===== src/rtl/fcdma_pkg.sv =====
package fcdma_pkg;

	localparam int NUM_CHANNELS = 4;
	localparam int CH_W = $clog2(NUM_CHANNELS);
	localparam logic [CH_W-1:0] LAST_CH = CH_W'(NUM_CHANNELS - 1);
	localparam logic [CH_W-1:0] ROM_GUARD_CH = '0;
	localparam logic [CH_W-1:0] FIFO_CH_FIRST = CH_W'(1);
	localparam logic [CH_W-1:0] FIFO_CH_SECOND = CH_W'(2);

	localparam int QUEUE_DEPTH = 2;
	localparam int QPTR_W = $clog2(QUEUE_DEPTH);
	localparam int QCNT_W = $clog2(QUEUE_DEPTH + 1);

	localparam logic [27:0] SRC_MASK = 28'hFFF_FFFE;
	localparam logic [27:0] ROM_LO = 28'h800_0000;
	localparam logic [27:0] ROM_HI = 28'hE00_0000;
	localparam logic [27:0] DST_MASK_LOW = 28'h7FF_FFFF;
	localparam logic [15:0] CNT_MASK_LOW = 16'h3FFF;
	localparam logic [16:0] CNT_MAX_LOW = 17'd16384;
	localparam logic [16:0] CNT_MAX_HIGH = 17'd65536;
	localparam logic [16:0] FIFO_BURST = 17'd4;
	localparam logic [31:0] FIFO_A_ADDR = 32'h0400_00A0;
	localparam logic [31:0] FIFO_B_ADDR = 32'h0400_00A4;
	localparam logic [3:0] REGION_ZERO = 4'hE;
	localparam logic [3:0] REGION_OPEN = 4'h2;

	typedef enum logic [2:0] {
		OP_SRC    = 3'd0,
		OP_DST    = 3'd1,
		OP_CNT    = 3'd2,
		OP_CTL    = 3'd3,
		OP_VBLANK = 3'd4,
		OP_HBLANK = 3'd5,
		OP_FIFO   = 3'd6,
		OP_TICK   = 3'd7
	} op_t;

	typedef enum logic [1:0] {
		AM_INC        = 2'd0,
		AM_DEC        = 2'd1,
		AM_FIXED      = 2'd2,
		AM_INC_RELOAD = 2'd3
	} addr_mode_t;

	typedef enum logic [1:0] {
		TM_IMMEDIATE = 2'd0,
		TM_VBLANK    = 2'd1,
		TM_HBLANK    = 2'd2,
		TM_SPECIAL   = 2'd3
	} timing_t;

	typedef enum logic [1:0] {
		RK_MEMORY   = 2'd0,
		RK_ZERO     = 2'd1,
		RK_OPEN_BUS = 2'd2
	} read_kind_t;

	typedef struct packed {
		logic       enable;
		logic       irq;
		timing_t    timing;
		logic       wide;
		logic       rpt;
		addr_mode_t src_mode;
		addr_mode_t dest_mode;
	} ctl_t;

	typedef struct packed {
		op_t             op;
		logic [CH_W-1:0] channel;
		logic [27:0]     data;
		ctl_t            ctl;
		logic            fifo_sel;
	} cmd_t;

	typedef struct packed {
		logic [CH_W-1:0] channel;
		logic [27:0]     src_addr;
		logic [31:0]     dst_addr;
		logic            wide;
		read_kind_t      kind;
		logic            last;
		logic            irq;
	} unit_t;

	function automatic logic [31:0] align_addr(input logic wide, input logic [31:0] a);
		return wide ? {a[31:2], 2'b00} : {a[31:1], 1'b0};
	endfunction

	function automatic logic [16:0] reload_count(input logic [CH_W-1:0] ch,
			input logic [15:0] cnt);
		logic [16:0] r;
		if (cnt == '0) begin
			r = (ch == LAST_CH) ? CNT_MAX_HIGH : CNT_MAX_LOW;
		end else begin
			r = {1'b0, cnt};
		end
		return r;
	endfunction

endpackage


===== src/rtl/fcdma_front.sv =====
module fcdma_front (
	input  logic [47:0]         tdata,
	input  logic [2:0]          tuser,
	output fcdma_pkg::cmd_t     cmd
);
	import fcdma_pkg::*;

	logic [CH_W-1:0] ch;
	logic [31:0]     value;
	logic [27:0]     src_m;
	op_t             op;

	assign op    = op_t'(tuser);
	assign ch    = tdata[1:0];
	assign value = tdata[33:2];
	assign src_m = value[27:0] & SRC_MASK;

	always_comb begin
		cmd.op       = op;
		cmd.channel  = ch;
		cmd.fifo_sel = tdata[34];
		cmd.ctl.dest_mode = addr_mode_t'(tdata[36:35]);
		cmd.ctl.src_mode  = addr_mode_t'(tdata[38:37]);
		cmd.ctl.rpt       = tdata[39];
		cmd.ctl.wide      = tdata[40];
		cmd.ctl.timing    = timing_t'(tdata[42:41]);
		cmd.ctl.irq       = tdata[43];
		cmd.ctl.enable    = tdata[44];
		case (op)
			OP_SRC: begin
				// channel 0 cannot read from cartridge space
				if (ch == ROM_GUARD_CH && src_m >= ROM_LO && src_m < ROM_HI) begin
					cmd.data = '0;
				end else begin
					cmd.data = src_m;
				end
			end
			OP_DST: begin
				cmd.data = (ch == LAST_CH) ? value[27:0] : (value[27:0] & DST_MASK_LOW);
			end
			OP_CNT: begin
				cmd.data = {12'd0, (ch == LAST_CH) ? value[15:0] : (value[15:0] & CNT_MASK_LOW)};
			end
			default: begin
				cmd.data = value[27:0];
			end
		endcase
	end

endmodule


===== src/rtl/fcdma_queue.sv =====
module fcdma_queue (
	input  logic            clk,
	input  logic            arst_n,
	input  logic            push,
	input  fcdma_pkg::cmd_t push_cmd,
	output logic            full,
	output logic            not_empty,
	input  logic            pop,
	output fcdma_pkg::cmd_t head
);
	import fcdma_pkg::*;

	cmd_t              mem_q [QUEUE_DEPTH];
	logic [QPTR_W-1:0] wr_ptr_q;
	logic [QPTR_W-1:0] rd_ptr_q;
	logic [QCNT_W-1:0] count_q;
	logic              do_push;
	logic              do_pop;

	assign full      = (count_q == QCNT_W'(QUEUE_DEPTH));
	assign not_empty = (count_q != '0);
	assign head      = mem_q[rd_ptr_q];
	assign do_push   = push && !full;
	assign do_pop    = pop && not_empty;

	always_ff @(posedge clk) begin
		if (do_push) begin
			mem_q[wr_ptr_q] <= push_cmd;
		end
	end

	always_ff @(posedge clk or negedge arst_n) begin
		if (!arst_n) begin
			wr_ptr_q <= '0;
			rd_ptr_q <= '0;
			count_q  <= '0;
		end else begin
			if (do_push) begin
				wr_ptr_q <= (wr_ptr_q == QPTR_W'(QUEUE_DEPTH - 1)) ? '0 : wr_ptr_q + 1'b1;
			end
			if (do_pop) begin
				rd_ptr_q <= (rd_ptr_q == QPTR_W'(QUEUE_DEPTH - 1)) ? '0 : rd_ptr_q + 1'b1;
			end
			if (do_push && !do_pop) begin
				count_q <= count_q + 1'b1;
			end else if (do_pop && !do_push) begin
				count_q <= count_q - 1'b1;
			end
		end
	end

endmodule


===== src/rtl/fcdma_back.sv =====
module fcdma_back (
	input  logic             clk,
	input  logic             arst_n,
	input  logic             cmd_valid,
	input  fcdma_pkg::cmd_t  cmd,
	output logic             cmd_pop,
	output logic             unit_valid,
	input  logic             unit_ready,
	output fcdma_pkg::unit_t unit
);
	import fcdma_pkg::*;

	logic [27:0] src_reg_q    [NUM_CHANNELS];
	logic [27:0] dst_reg_q    [NUM_CHANNELS];
	logic [15:0] cnt_reg_q    [NUM_CHANNELS];
	ctl_t        ctl_q        [NUM_CHANNELS];
	logic [31:0] run_src_q    [NUM_CHANNELS];
	logic [31:0] run_dst_q    [NUM_CHANNELS];
	logic [16:0] remain_q     [NUM_CHANNELS];
	logic [NUM_CHANNELS-1:0] active_q;

	logic [27:0] src_reg_nx   [NUM_CHANNELS];
	logic [27:0] dst_reg_nx   [NUM_CHANNELS];
	logic [15:0] cnt_reg_nx   [NUM_CHANNELS];
	ctl_t        ctl_nx       [NUM_CHANNELS];
	logic [31:0] run_src_nx   [NUM_CHANNELS];
	logic [31:0] run_dst_nx   [NUM_CHANNELS];
	logic [16:0] remain_nx    [NUM_CHANNELS];
	logic [NUM_CHANNELS-1:0] active_nx;

	logic                    unit_valid_q;
	unit_t                   unit_q;

	logic                    any_active;
	logic [CH_W-1:0]         pick;
	ctl_t                    t_ctl;
	logic [31:0]             t_size;
	logic [31:0]             t_s;
	logic [31:0]             t_d;
	logic [31:0]             t_s_next;
	logic [31:0]             t_d_next;
	logic [27:0]             t_eff;
	logic                    t_last;
	logic                    t_hold;
	read_kind_t              t_kind;
	logic [NUM_CHANNELS-1:0] fifo_ok;
	logic [31:0]             fifo_target;
	logic                    fire;
	logic                    emit;

	assign cmd_pop    = cmd_valid && (!unit_valid_q || unit_ready);
	assign fire       = cmd_pop;
	assign emit       = fire && cmd.op == OP_TICK && any_active;
	assign unit_valid = unit_valid_q;
	assign unit       = unit_q;

	// lowest-numbered active channel
	always_comb begin
		any_active = 1'b0;
		pick = '0;
		for (int i = 0; i < NUM_CHANNELS; i++) begin
			if (active_q[i] && !any_active) begin
				any_active = 1'b1;
				pick = CH_W'(i);
			end
		end
	end

	always_comb begin
		t_ctl  = ctl_q[pick];
		t_size = t_ctl.wide ? 32'd4 : 32'd2;
		t_s    = align_addr(t_ctl.wide, run_src_q[pick]);
		t_d    = align_addr(t_ctl.wide, run_dst_q[pick]);
		t_eff  = t_s[27:0] & SRC_MASK;
		t_last = remain_q[pick] <= 17'd1;
		t_hold = t_ctl.rpt && t_ctl.timing != TM_IMMEDIATE;
		if (pick == ROM_GUARD_CH && t_eff[27:24] >= REGION_ZERO) begin
			t_kind = RK_ZERO;
		end else if (t_eff[27:24] < REGION_OPEN) begin
			t_kind = RK_OPEN_BUS;
		end else begin
			t_kind = RK_MEMORY;
		end
		case (t_ctl.src_mode)
			AM_DEC:   t_s_next = t_s - t_size;
			AM_FIXED: t_s_next = t_s;
			default:  t_s_next = t_s + t_size;
		endcase
		if (t_d == FIFO_A_ADDR || t_d == FIFO_B_ADDR) begin
			t_d_next = t_d;
		end else begin
			case (t_ctl.dest_mode)
				AM_DEC:   t_d_next = t_d - t_size;
				AM_FIXED: t_d_next = t_d;
				default:  t_d_next = t_d + t_size;
			endcase
		end
	end

	always_comb begin
		fifo_target = cmd.fifo_sel ? FIFO_B_ADDR : FIFO_A_ADDR;
		for (int i = 0; i < NUM_CHANNELS; i++) begin
			fifo_ok[i] = ctl_q[i].enable && !active_q[i] && ctl_q[i].timing == TM_SPECIAL
				&& {4'd0, dst_reg_q[i]} == fifo_target;
		end
	end

	always_comb begin
		for (int i = 0; i < NUM_CHANNELS; i++) begin
			src_reg_nx[i] = src_reg_q[i];
			dst_reg_nx[i] = dst_reg_q[i];
			cnt_reg_nx[i] = cnt_reg_q[i];
			ctl_nx[i]     = ctl_q[i];
			run_src_nx[i] = run_src_q[i];
			run_dst_nx[i] = run_dst_q[i];
			remain_nx[i]  = remain_q[i];
			active_nx[i]  = active_q[i];
			if (fire) begin
				case (cmd.op)
					OP_SRC: begin
						if (cmd.channel == CH_W'(i)) begin
							src_reg_nx[i] = cmd.data;
							run_src_nx[i] = {4'd0, cmd.data};
						end
					end
					OP_DST: begin
						if (cmd.channel == CH_W'(i)) begin
							dst_reg_nx[i] = cmd.data;
						end
					end
					OP_CNT: begin
						if (cmd.channel == CH_W'(i)) begin
							cnt_reg_nx[i] = cmd.data[15:0];
						end
					end
					OP_CTL: begin
						if (cmd.channel == CH_W'(i)) begin
							ctl_nx[i] = cmd.ctl;
							if (!ctl_q[i].enable && cmd.ctl.enable) begin
								run_src_nx[i] = align_addr(cmd.ctl.wide, {4'd0, src_reg_q[i]});
								run_dst_nx[i] = align_addr(cmd.ctl.wide, {4'd0, dst_reg_q[i]});
								remain_nx[i]  = reload_count(CH_W'(i), cnt_reg_q[i]);
								active_nx[i]  = cmd.ctl.timing == TM_IMMEDIATE;
							end else if (ctl_q[i].enable && !cmd.ctl.enable) begin
								active_nx[i] = 1'b0;
							end
						end
					end
					OP_VBLANK: begin
						if (ctl_q[i].enable && ctl_q[i].rpt && ctl_q[i].timing == TM_HBLANK) begin
							run_src_nx[i] = {4'd0, src_reg_q[i]};
							remain_nx[i]  = reload_count(CH_W'(i), cnt_reg_q[i]);
						end
						if (ctl_q[i].enable && !active_q[i] && ctl_q[i].timing == TM_VBLANK) begin
							active_nx[i] = 1'b1;
						end
					end
					OP_HBLANK: begin
						if (ctl_q[i].enable && !active_q[i] && ctl_q[i].timing == TM_HBLANK) begin
							active_nx[i] = 1'b1;
						end
					end
					OP_FIFO: begin
						if ((CH_W'(i) == FIFO_CH_FIRST && fifo_ok[FIFO_CH_FIRST])
								|| (CH_W'(i) == FIFO_CH_SECOND && fifo_ok[FIFO_CH_SECOND]
								&& !fifo_ok[FIFO_CH_FIRST])) begin
							remain_nx[i] = FIFO_BURST;
							active_nx[i] = 1'b1;
						end
					end
					OP_TICK: begin
						if (any_active && pick == CH_W'(i)) begin
							run_src_nx[i] = t_s_next;
							run_dst_nx[i] = t_d_next;
							if (t_last) begin
								if (t_hold) begin
									run_dst_nx[i] = {4'd0, dst_reg_q[i]};
									remain_nx[i]  = reload_count(CH_W'(i), cnt_reg_q[i]);
								end else begin
									remain_nx[i]     = '0;
									ctl_nx[i].enable = 1'b0;
								end
								active_nx[i] = 1'b0;
							end else begin
								remain_nx[i] = remain_q[i] - 17'd1;
							end
						end
					end
					default: begin
					end
				endcase
			end
		end
	end

	always_ff @(posedge clk or negedge arst_n) begin
		if (!arst_n) begin
			for (int i = 0; i < NUM_CHANNELS; i++) begin
				src_reg_q[i] <= '0;
				dst_reg_q[i] <= '0;
				cnt_reg_q[i] <= '0;
				ctl_q[i]     <= '0;
				run_src_q[i] <= '0;
				run_dst_q[i] <= '0;
				remain_q[i]  <= '0;
			end
			active_q     <= '0;
			unit_valid_q <= 1'b0;
		end else begin
			for (int i = 0; i < NUM_CHANNELS; i++) begin
				src_reg_q[i] <= src_reg_nx[i];
				dst_reg_q[i] <= dst_reg_nx[i];
				cnt_reg_q[i] <= cnt_reg_nx[i];
				ctl_q[i]     <= ctl_nx[i];
				run_src_q[i] <= run_src_nx[i];
				run_dst_q[i] <= run_dst_nx[i];
				remain_q[i]  <= remain_nx[i];
			end
			active_q     <= active_nx;
			unit_valid_q <= emit || (unit_valid_q && !unit_ready);
		end
	end

	always_ff @(posedge clk) begin
		if (emit) begin
			unit_q.channel  <= pick;
			unit_q.src_addr <= t_eff;
			unit_q.dst_addr <= t_d;
			unit_q.wide     <= t_ctl.wide;
			unit_q.kind     <= t_kind;
			unit_q.last     <= t_last;
			unit_q.irq      <= t_last && t_ctl.irq;
		end
	end

endmodule


===== src/rtl/four_channel_dma_address_engine_top.sv =====
// Four-channel DMA address engine. Each input item is a register write, a
// start trigger or a tick; a tick that finds an active channel yields one
// transfer unit of the lowest-numbered active channel, other items yield none.
// Items enter a two-entry queue and are carried out by the channel execution
// stage at one item per cycle while no result waits on a stalled sink; a
// result is registered and shows up on the output in the cycle after its item
// is taken. The output register holds a result while the sink stalls, and the
// queue keeps taking items until it is full. No clearing pass follows reset.
module four_channel_dma_address_engine_top (
	input  logic        clk,
	input  logic        arst_n,
	input  logic        s_axis_tvalid,
	output logic        s_axis_tready,
	// channel, write_value, fifo_select, ctl_dest_mode, ctl_src_mode, ctl_repeat,
	// ctl_wide, ctl_timing, ctl_irq, ctl_enable, zero pad
	input  logic [47:0] s_axis_tdata,
	// op
	input  logic [2:0]  s_axis_tuser,
	output logic        m_axis_tvalid,
	input  logic        m_axis_tready,
	// unit_channel, src_addr, dst_addr, unit_wide, irq_request
	output logic [63:0] m_axis_tdata,
	// read_kind
	output logic [1:0]  m_axis_tuser,
	output logic        m_axis_tlast
);
	import fcdma_pkg::*;

	cmd_t  in_cmd;
	cmd_t  head_cmd;
	unit_t unit;
	logic  q_full;
	logic  q_not_empty;
	logic  q_pop;

	fcdma_front u_front (
		.tdata (s_axis_tdata),
		.tuser (s_axis_tuser),
		.cmd   (in_cmd)
	);

	fcdma_queue u_queue (
		.clk       (clk),
		.arst_n    (arst_n),
		.push      (s_axis_tvalid),
		.push_cmd  (in_cmd),
		.full      (q_full),
		.not_empty (q_not_empty),
		.pop       (q_pop),
		.head      (head_cmd)
	);

	fcdma_back u_back (
		.clk        (clk),
		.arst_n     (arst_n),
		.cmd_valid  (q_not_empty),
		.cmd        (head_cmd),
		.cmd_pop    (q_pop),
		.unit_valid (m_axis_tvalid),
		.unit_ready (m_axis_tready),
		.unit       (unit)
	);

	assign s_axis_tready = !q_full;
	assign m_axis_tdata  = {unit.irq, unit.wide, unit.dst_addr, unit.src_addr, unit.channel};
	assign m_axis_tuser  = unit.kind;
	assign m_axis_tlast  = unit.last;

endmodule

===== config.mk =====
export PLATFORM = sky130hd
export DESIGN_NAME = four_channel_dma_address_engine_top
export DESIGN_NICKNAME = d
export VERILOG_FILES = /design/src/rtl/fcdma_pkg.sv /design/src/rtl/fcdma_front.sv /design/src/rtl/fcdma_queue.sv /design/src/rtl/fcdma_back.sv /design/src/rtl/four_channel_dma_address_engine_top.sv
export SDC_FILE = /design/constraint.sdc
export NUM_CORES = 2
export LEC_CHECK = 0
export BUFFER_PORTS_ARGS = -buffer_cell sky130_fd_sc_hd__clkbuf_2
export CORE_MARGIN = 4
export CORE_UTILIZATION = 45
export DETAILED_ROUTE_END_ITERATION = 10
export GPL_TIMING_DRIVEN = 0
export PLACE_DENSITY = 0.57
export SLEW_MARGIN = 20
export SYNTH_ARGS = -nofsm -noshare
export SYNTH_HDL_FRONTEND = slang
export SYNTH_SLANG_ARGS = --single-unit

===== constraint.sdc =====
create_clock -name clk -period 9.9 [get_ports clk]
set_input_delay 1.485 -clock clk [delete_from_list [all_inputs] [get_ports clk]]
set_output_delay 1.485 -clock clk [all_outputs]
set_load 0.01 [all_outputs]

### Yosys cells after proc, flatten, opt, wreduce, memory -nomap -nowiden

Memories as Yosys holds them, arrays and structs flattened.
Index checks and enable logic that the tools add are counted.

* flip-flop bits (word level): 727
* bits of input ports: 55
* RAM bits: 88
* memories: 1
* output and inout bits: 69

* order comparisons: 6
* add/sub/neg operators: 12
* equal/unequal tests: 71
* bitwise operators: 1
* muxes and demuxes: 172
* reduce and logical (&&, ||, !) cells: 129

Memory list
* u_queue.mem_q: depth 2, bits a word 44, read ports 1, clocked after memory_dff 0, wr ports 1, line fcdma_queue.sv:13 `cmd_t mem_q [QUEUE_DEPTH];`

Operators with widths (count)
* 32-bit two-way mux: 45
* 32-bit case mux with 4 select lines: 4
* 17-bit two-way mux: 26
* 32-bit case mux with 2 select lines: 6
* 17-bit case mux with 4 select lines: 2
* 32-bit binary-select mux with 2-bit select: 2
* 16-bit two-way mux: 7
* 17-bit case mux with 3 select lines: 2
* 28-bit case mux with 3 select lines: 1
* 17-bit by 1-bit subtractor with 17-bit output, second input constant: 4
* 32-bit by 3-bit adder with 32-bit output: 2
* 32-bit by 27-bit == test with 1-bit output, second input constant: 2
* 16-bit zero test: 4
* 32-bit by 3-bit subtractor with 32-bit output: 2
* 28-bit by 27-bit == test with 1-bit output: 2
* 28-bit two-way mux: 2
* 2-bit by 1-bit inequality test with 1-bit output, second input constant: 27
* 1-bit logical AND: 53
* 3-bit AND reduction: 16
* 1-bit two-way mux: 42
* 7-bit AND reduction: 6
* 10-bit two-way mux: 4
* 6-bit AND reduction: 6
* 17-bit binary-select mux with 2-bit select: 1
* other kinds (35): 123

### Longest topological paths before layout

* depth after elaboration: 22
* gate-level depth with buffers: 21

### Cells and area by module

From an unflattened synthesis, not the netlist that was laid out.

* cells, all modules: 3889
* area total of the unflattened synthesis: 39937.1 µm²

By module, submodules not included
* fcdma_back: area each 35900.7 µm², cells an instance 3675, times used 1
* fcdma_queue: area each 3575.9 µm², cells an instance 156, times used 1
* fcdma_front: area each 456.7 µm², cells an instance 57, times used 1
* four_channel_dma_address_engine_top: area each 3.8 µm², cells an instance 1, times used 1

### Least setup slack after synthesis

No wires, ideal clock.

* path type: input -> register
* from: input port m_axis_tready
* to: register u_back.unit_q (netlist bit u_back.unit[0]), enable pin
* path buffers: 1
* setup time: 588 ps
* data required time: 9312 ps
* stages on the path: 6
* arrival: 7109 ps
* setup slack: 2203 ps
* path through: inv_1 nand2_1 o21a_1 clkinv_1 clkbuf_1 a211oi_1

* cells in the longest elaborated chain, start to end: 4

Ends and longest elaborated chain
* from (decl): line four_channel_dma_address_engine_top.sv:20 `input logic m_axis_tready,`
* 1-bit logical OR: line fcdma_back.sv:51 `assign cmd_pop = cmd_valid && (!unit_valid_q || unit_ready);`
* 1-bit logical AND: line fcdma_back.sv:51
* 1-bit logical AND (2 in a row): line fcdma_back.sv:53 `assign emit = fire && cmd.op == OP_TICK && any_active;`
* via u_back.emit: line fcdma_back.sv:49 `logic emit;`
* to (decl): line fcdma_back.sv:32 `unit_t unit_q;`

The timed path passes the listed nets, and every way through them passes these cells.
A chain may end at the register's enable or synchronous reset.

### Final worst setup path

* from: register u_back.active_q[0]
* to: register u_back.run_dst_q[91] (netlist bit)

* elaborated cells on any way between the ends: 45
* classes of those cells: add/sub: 2; order compare: 1; eq/ne: 6; mux: 24; bitwise: 1; reduce/logical: 11

RTL lines
* from (decl): line fcdma_back.sv:20 `logic [NUM_CHANNELS-1:0] active_q;`
* from (signal assigned): line fcdma_back.sv:219 `active_q <= active_nx;`
* 1-bit two-way mux (*): line fcdma_back.sv:62 `if (active_q[i] && !any_active) begin`
* 1-bit zero test: line fcdma_back.sv:62
* 1-bit logical AND: line fcdma_back.sv:62
* 1-bit two-way mux: line fcdma_back.sv:62
* 1-bit zero test: line fcdma_back.sv:62
* 1-bit logical AND: line fcdma_back.sv:62
* 1-bit two-way mux: line fcdma_back.sv:62
* 1-bit zero test: line fcdma_back.sv:62
* (+6 left out)
* via u_back.t_d[2]: line fcdma_back.sv:39 `logic [31:0] t_d;`
* 32-bit by 3-bit adder with 32-bit output (tied with other cells): line fcdma_back.sv:95 `default: t_d_next = t_d + t_size;`
* 32-bit case mux with 2 select lines or 1-bit logical OR (tied branches): line fcdma_back.sv:92, fcdma_back.sv:89
* 32-bit two-way mux (*): line fcdma_back.sv:89 `if (t_d == FIFO_A_ADDR || t_d == FIFO_B_ADDR) begin`
* 32-bit two-way mux: line fcdma_back.sv:176 `if (t_hold) begin`
* 32-bit two-way mux (*): line fcdma_back.sv:175 `if (t_last) begin`
* 32-bit two-way mux (*): line fcdma_back.sv:172 `if (any_active && pick == CH_W'(i)) begin`
* 32-bit case mux with 2 select lines (*): line fcdma_back.sv:119 `case (cmd.op)`
* to (signal, indexed assignment): line fcdma_back.sv:216 `run_dst_q[i] <= run_dst_nx[i];`
* to (decl): line fcdma_back.sv:18 `logic [31:0] run_dst_q [NUM_CHANNELS];`

The timed path passes the listed nets; every way through them passes the cells marked *. The select of a mux whose other input is x is not followed.

==> flow_summary.json <==
{
  "ys_top_cells_by_area": "dfrtp_1, edfxtp_1, nor2_1, o21ai_0, nand2_1",
  "rsz0062_at_grt": "no",
  "ant_nets": 0,
  "fillers": 8031,
  "drt_iter0_drc": 4666,
  "max-slew-margin-rel": 0.1472,
  "synth_top_area_cell": "dfrtp_1",
  "crit_fanout": 10,
  "routedWlPerCell_um": 28.77,
  "fin_skew_ns": 0.03655,
  "netlist_instances": 4217,
  "worstHoldPathType": "flop to flop",
  "synth-seq-cells": 784,
  "fp.dieW_um": 302.4,
  "start_util": 0.4558,
  "track_usage": 0.3515,
  "final_util": 0.5220,
  "cts-root-buf": "clkbuf_16",
  "crit_family": "buffers and inverters",
  "synth-edff-count": 153,
  "cts_max_path_buffers": 3,
  "cts_num_sinks": 784,
  "tightest_slew_ns": 1.272,
  "cts_buffers": 89,
  "num_vias": 35680,
  "grt_antenna_before_repair": 4,
  "synth_top_area_frac": 0.4049,
  "critPathKind": "flop to flop",
  "drc": 0,
  "outcome": "completed",
  "final-hold-violation-count": 0,
  "maxCapViolCount": 0,
  "ys_seq_area_frac": 0.5228,
  "clock_latency_ns": 0.67,
  "fp-row-count": 107,
  "arrival_ns": 9.15,
  "clk_pin_slew_ns": 0.06,
  "crit_chain": "buf_2 -> buf_2 -> buf_1 -> buf_2 -> buf_1 -> clkbuf_1 -> a21oi_1 -> a21oi_1 -> ha_1 -> ha_1 -> nor2_1 -> o21ai_0 -> a31oi_1 -> o31ai_1 -> o21ai_0 -> a21boi_0 -> or3_1 -> a32oi_1 -> a21oi_1",
  "finalCriticalPeriod_ns": 8.637,
  "synth_top_cells_by_count": "dfrtp_1, nor2_1, nand2_1, o21ai_0, a21oi_1",
  "drtPass1Iterations": 6,
  "h-tree-depth": 3,
  "dp.cells": 5507,
  "vias_per_cell": 6.304,
  "dpl_cell_area_mm2": 0.04181,
  "async_reset_ff_frac": 0.8048,
  "postCtsResizedCells": 0,
  "busiest_layer": "met2",
  "syn_area_per_cell_um2": 9.247,
  "ys.flop_type": "dfrtp_1",
  "instances_no_fill": 5660,
  "fmax_mhz": 115.8,
  "area.growth.synth_to_final_pct": 14.53,
  "core_area_mm2": 0.08555,
  "whs_ns": 0.4782,
  "fin_area_mm2": 0.04466,
  "port_buffers": 114,
  "grt_util_met1": 0.4886,
  "grt_overflow": 0,
  "yosysWarnings": 0,
  "synth_cell_type_count": 101,
  "die_height_um": 302.4,
  "netlist_area_mm2": 0.03899,
  "period_share": 0.8724,
  "finalSetupViolCount": 0,
  "grt_pass1_vias": 33750,
  "drive_gt1_frac": 0.09236,
  "critPathSlowestCell": "clkbuf_1",
  "globalplace.congestion": 0.9883,
  "die_area_mm2": 0.09143,
  "critPathLaunchType": "flop",
  "place_hpwl_um": 118800,
  "endpoint_kind": "flop",
  "cts_tree": "yes",
  "met3_usage": 0.09474,
  "grt_max_degree": 86,
  "ctsHoldBuffers": 0,
  "met2_usage": 0.5246,
  "io_pins": 124,
  "postCtsSetupRepairBufs": 0,
  "crit_buf_inv": 6,
  "yosysMostFrequentCell": "dfrtp_1",
  "routed_wl_um": 162800,
  "required_ns": 10.41,
  "slew_violations": 0,
  "nNetsFinal": 4576,
  "grt_pass1_wl_um": 234600,
  "cpPeakStageDelay_ns": 0.86
}
worst register-to-register path, cell delays in order, from the launching register on:
cell	delay [ns]
dfrtp_1	0.55
buf_2	0.39
buf_2	0.44
buf_1	0.74
buf_2	0.50
buf_1	0.57
clkbuf_1	0.86
a21oi_1	0.16
a21oi_1	0.58
ha_1	0.40
ha_1	0.21
nor2_1	0.15
o21ai_0	0.22
a31oi_1	0.54
o31ai_1	0.26
o21ai_0	0.63
a21boi_0	0.22
or3_1	0.36
a32oi_1	0.58
a21oi_1	0.14
layer usage:
metal  vias up  wire length [um]  share of wire
met5         -                27        0.00017
met4         4              7565          0.046
met3       389             18720           0.11
met2      2013             69970           0.43
met1     17580             66550           0.41
li1      15700                 -              -
registers in the layout, indices dropped and copies added, names as in the netlist, 2 cells and up:
name	count
u_back.active_q	4
u_back.run_dst_q	124
u_back.remain_q	68
u_back.unit	65
u_back.cnt_reg_q	64
u_back.dst_reg_q	110
u_back.run_src_q	108
u_back.src_reg_q	108
u_queue.mem_q	88
u_back.ctl_q	40
u_queue.count_q	2
metrics by stage:
stage / setup TNS, ns / setup WS (ns)
2_1_floorplan: 0 / 2.203
6_report: 0 / 1.263
5_1_grt: 0 / 1.074
3_5_place_dp: 0 / 1.591
3_3_place_gp: -5365.35 / -8.284
4_1_cts: 0 / 1.574
logic make-up (layout without fill, tap and decap cells):
logic type	Yosys count	count (layout)	share of synthesized area
muxes	68	68	0.01774
adders and majority gates	67	67	0.02150
xor gates and xnor gates	58	58	0.01303
and+or+nand+nor	1492	1492	0.1667
other	1	3	0.00009617
DFF	784	784	0.5228
AOI/OAI and AO/OA	1389	1389	0.2217
buffers and inverters	358	655	0.03645
placed cells by master (no fill, tap or decap), types with 14 or more instances in the layout:
master / count
and3_1: 28
o21ai_0: 433
nor4_1: 47
clkinv_2: 15
a21oi_1: 382
a22o_1: 30
nand3_1: 64
xor2_1: 24
clkbuf_16: 91
nor2_1: 576
a21o_1: 35
clkbuf_2: 119
o221a_2: 23
nand2b_1: 17
ha_1: 67
dfrtp_1: 631
a31oi_1: 150
nor3_1: 81
a211oi_1: 22
clkbuf_1: 238
a221oi_1: 32
a32oi_1: 20
nand2_1: 527
buf_16: 14
nor2b_1: 21
edfxtp_1: 153
inv_1: 60
mux2i_1: 47
buf_1: 21
nand4_1: 21
clkbuf_8: 16
a22oi_1: 37
buf_2: 34
xnor2_1: 34
o31ai_1: 30
and2_1: 37
o211ai_1: 23
o21a_1: 16
cell type report:
cell class                 instances  area (um^2)  share of cell area
multi-input combinational       3076        17390              0.3893
sequential                       784        20380              0.4564
timing repair buffer             145         1177             0.02636
clock inverter                    30        302.8            0.006780
tap                             1144         1431             0.03205
antenna                            1        2.502          0.00005603
inverter                          67        251.5            0.005631
clock buffer                     122         2544             0.05696
buffer                           291         1179             0.02639
worst paths after layout:
kind / startpoint / end / slack [ns] / cells after the start
max: u_back.active_q[0] / u_back.run_dst_q[91] / 1.26 / 19
min: u_back.remain_q[67] / u_back.remain_q[67] / 0.48 / 1
max reg2reg: u_back.active_q[0] / u_back.run_dst_q[91] / 1.26 / 19
min reg2reg: u_back.remain_q[67] / u_back.remain_q[67] / 0.48 / 1
max in group asynchronous: arst_n / u_back.run_dst_q[126] / 7.50 / 4
min in group asynchronous: arst_n / u_back.unit_valid / 0.82 / 1
Power is not shown: default switching activity piles up to over one toggle a cycle in this logic, so the estimate is an artifact.
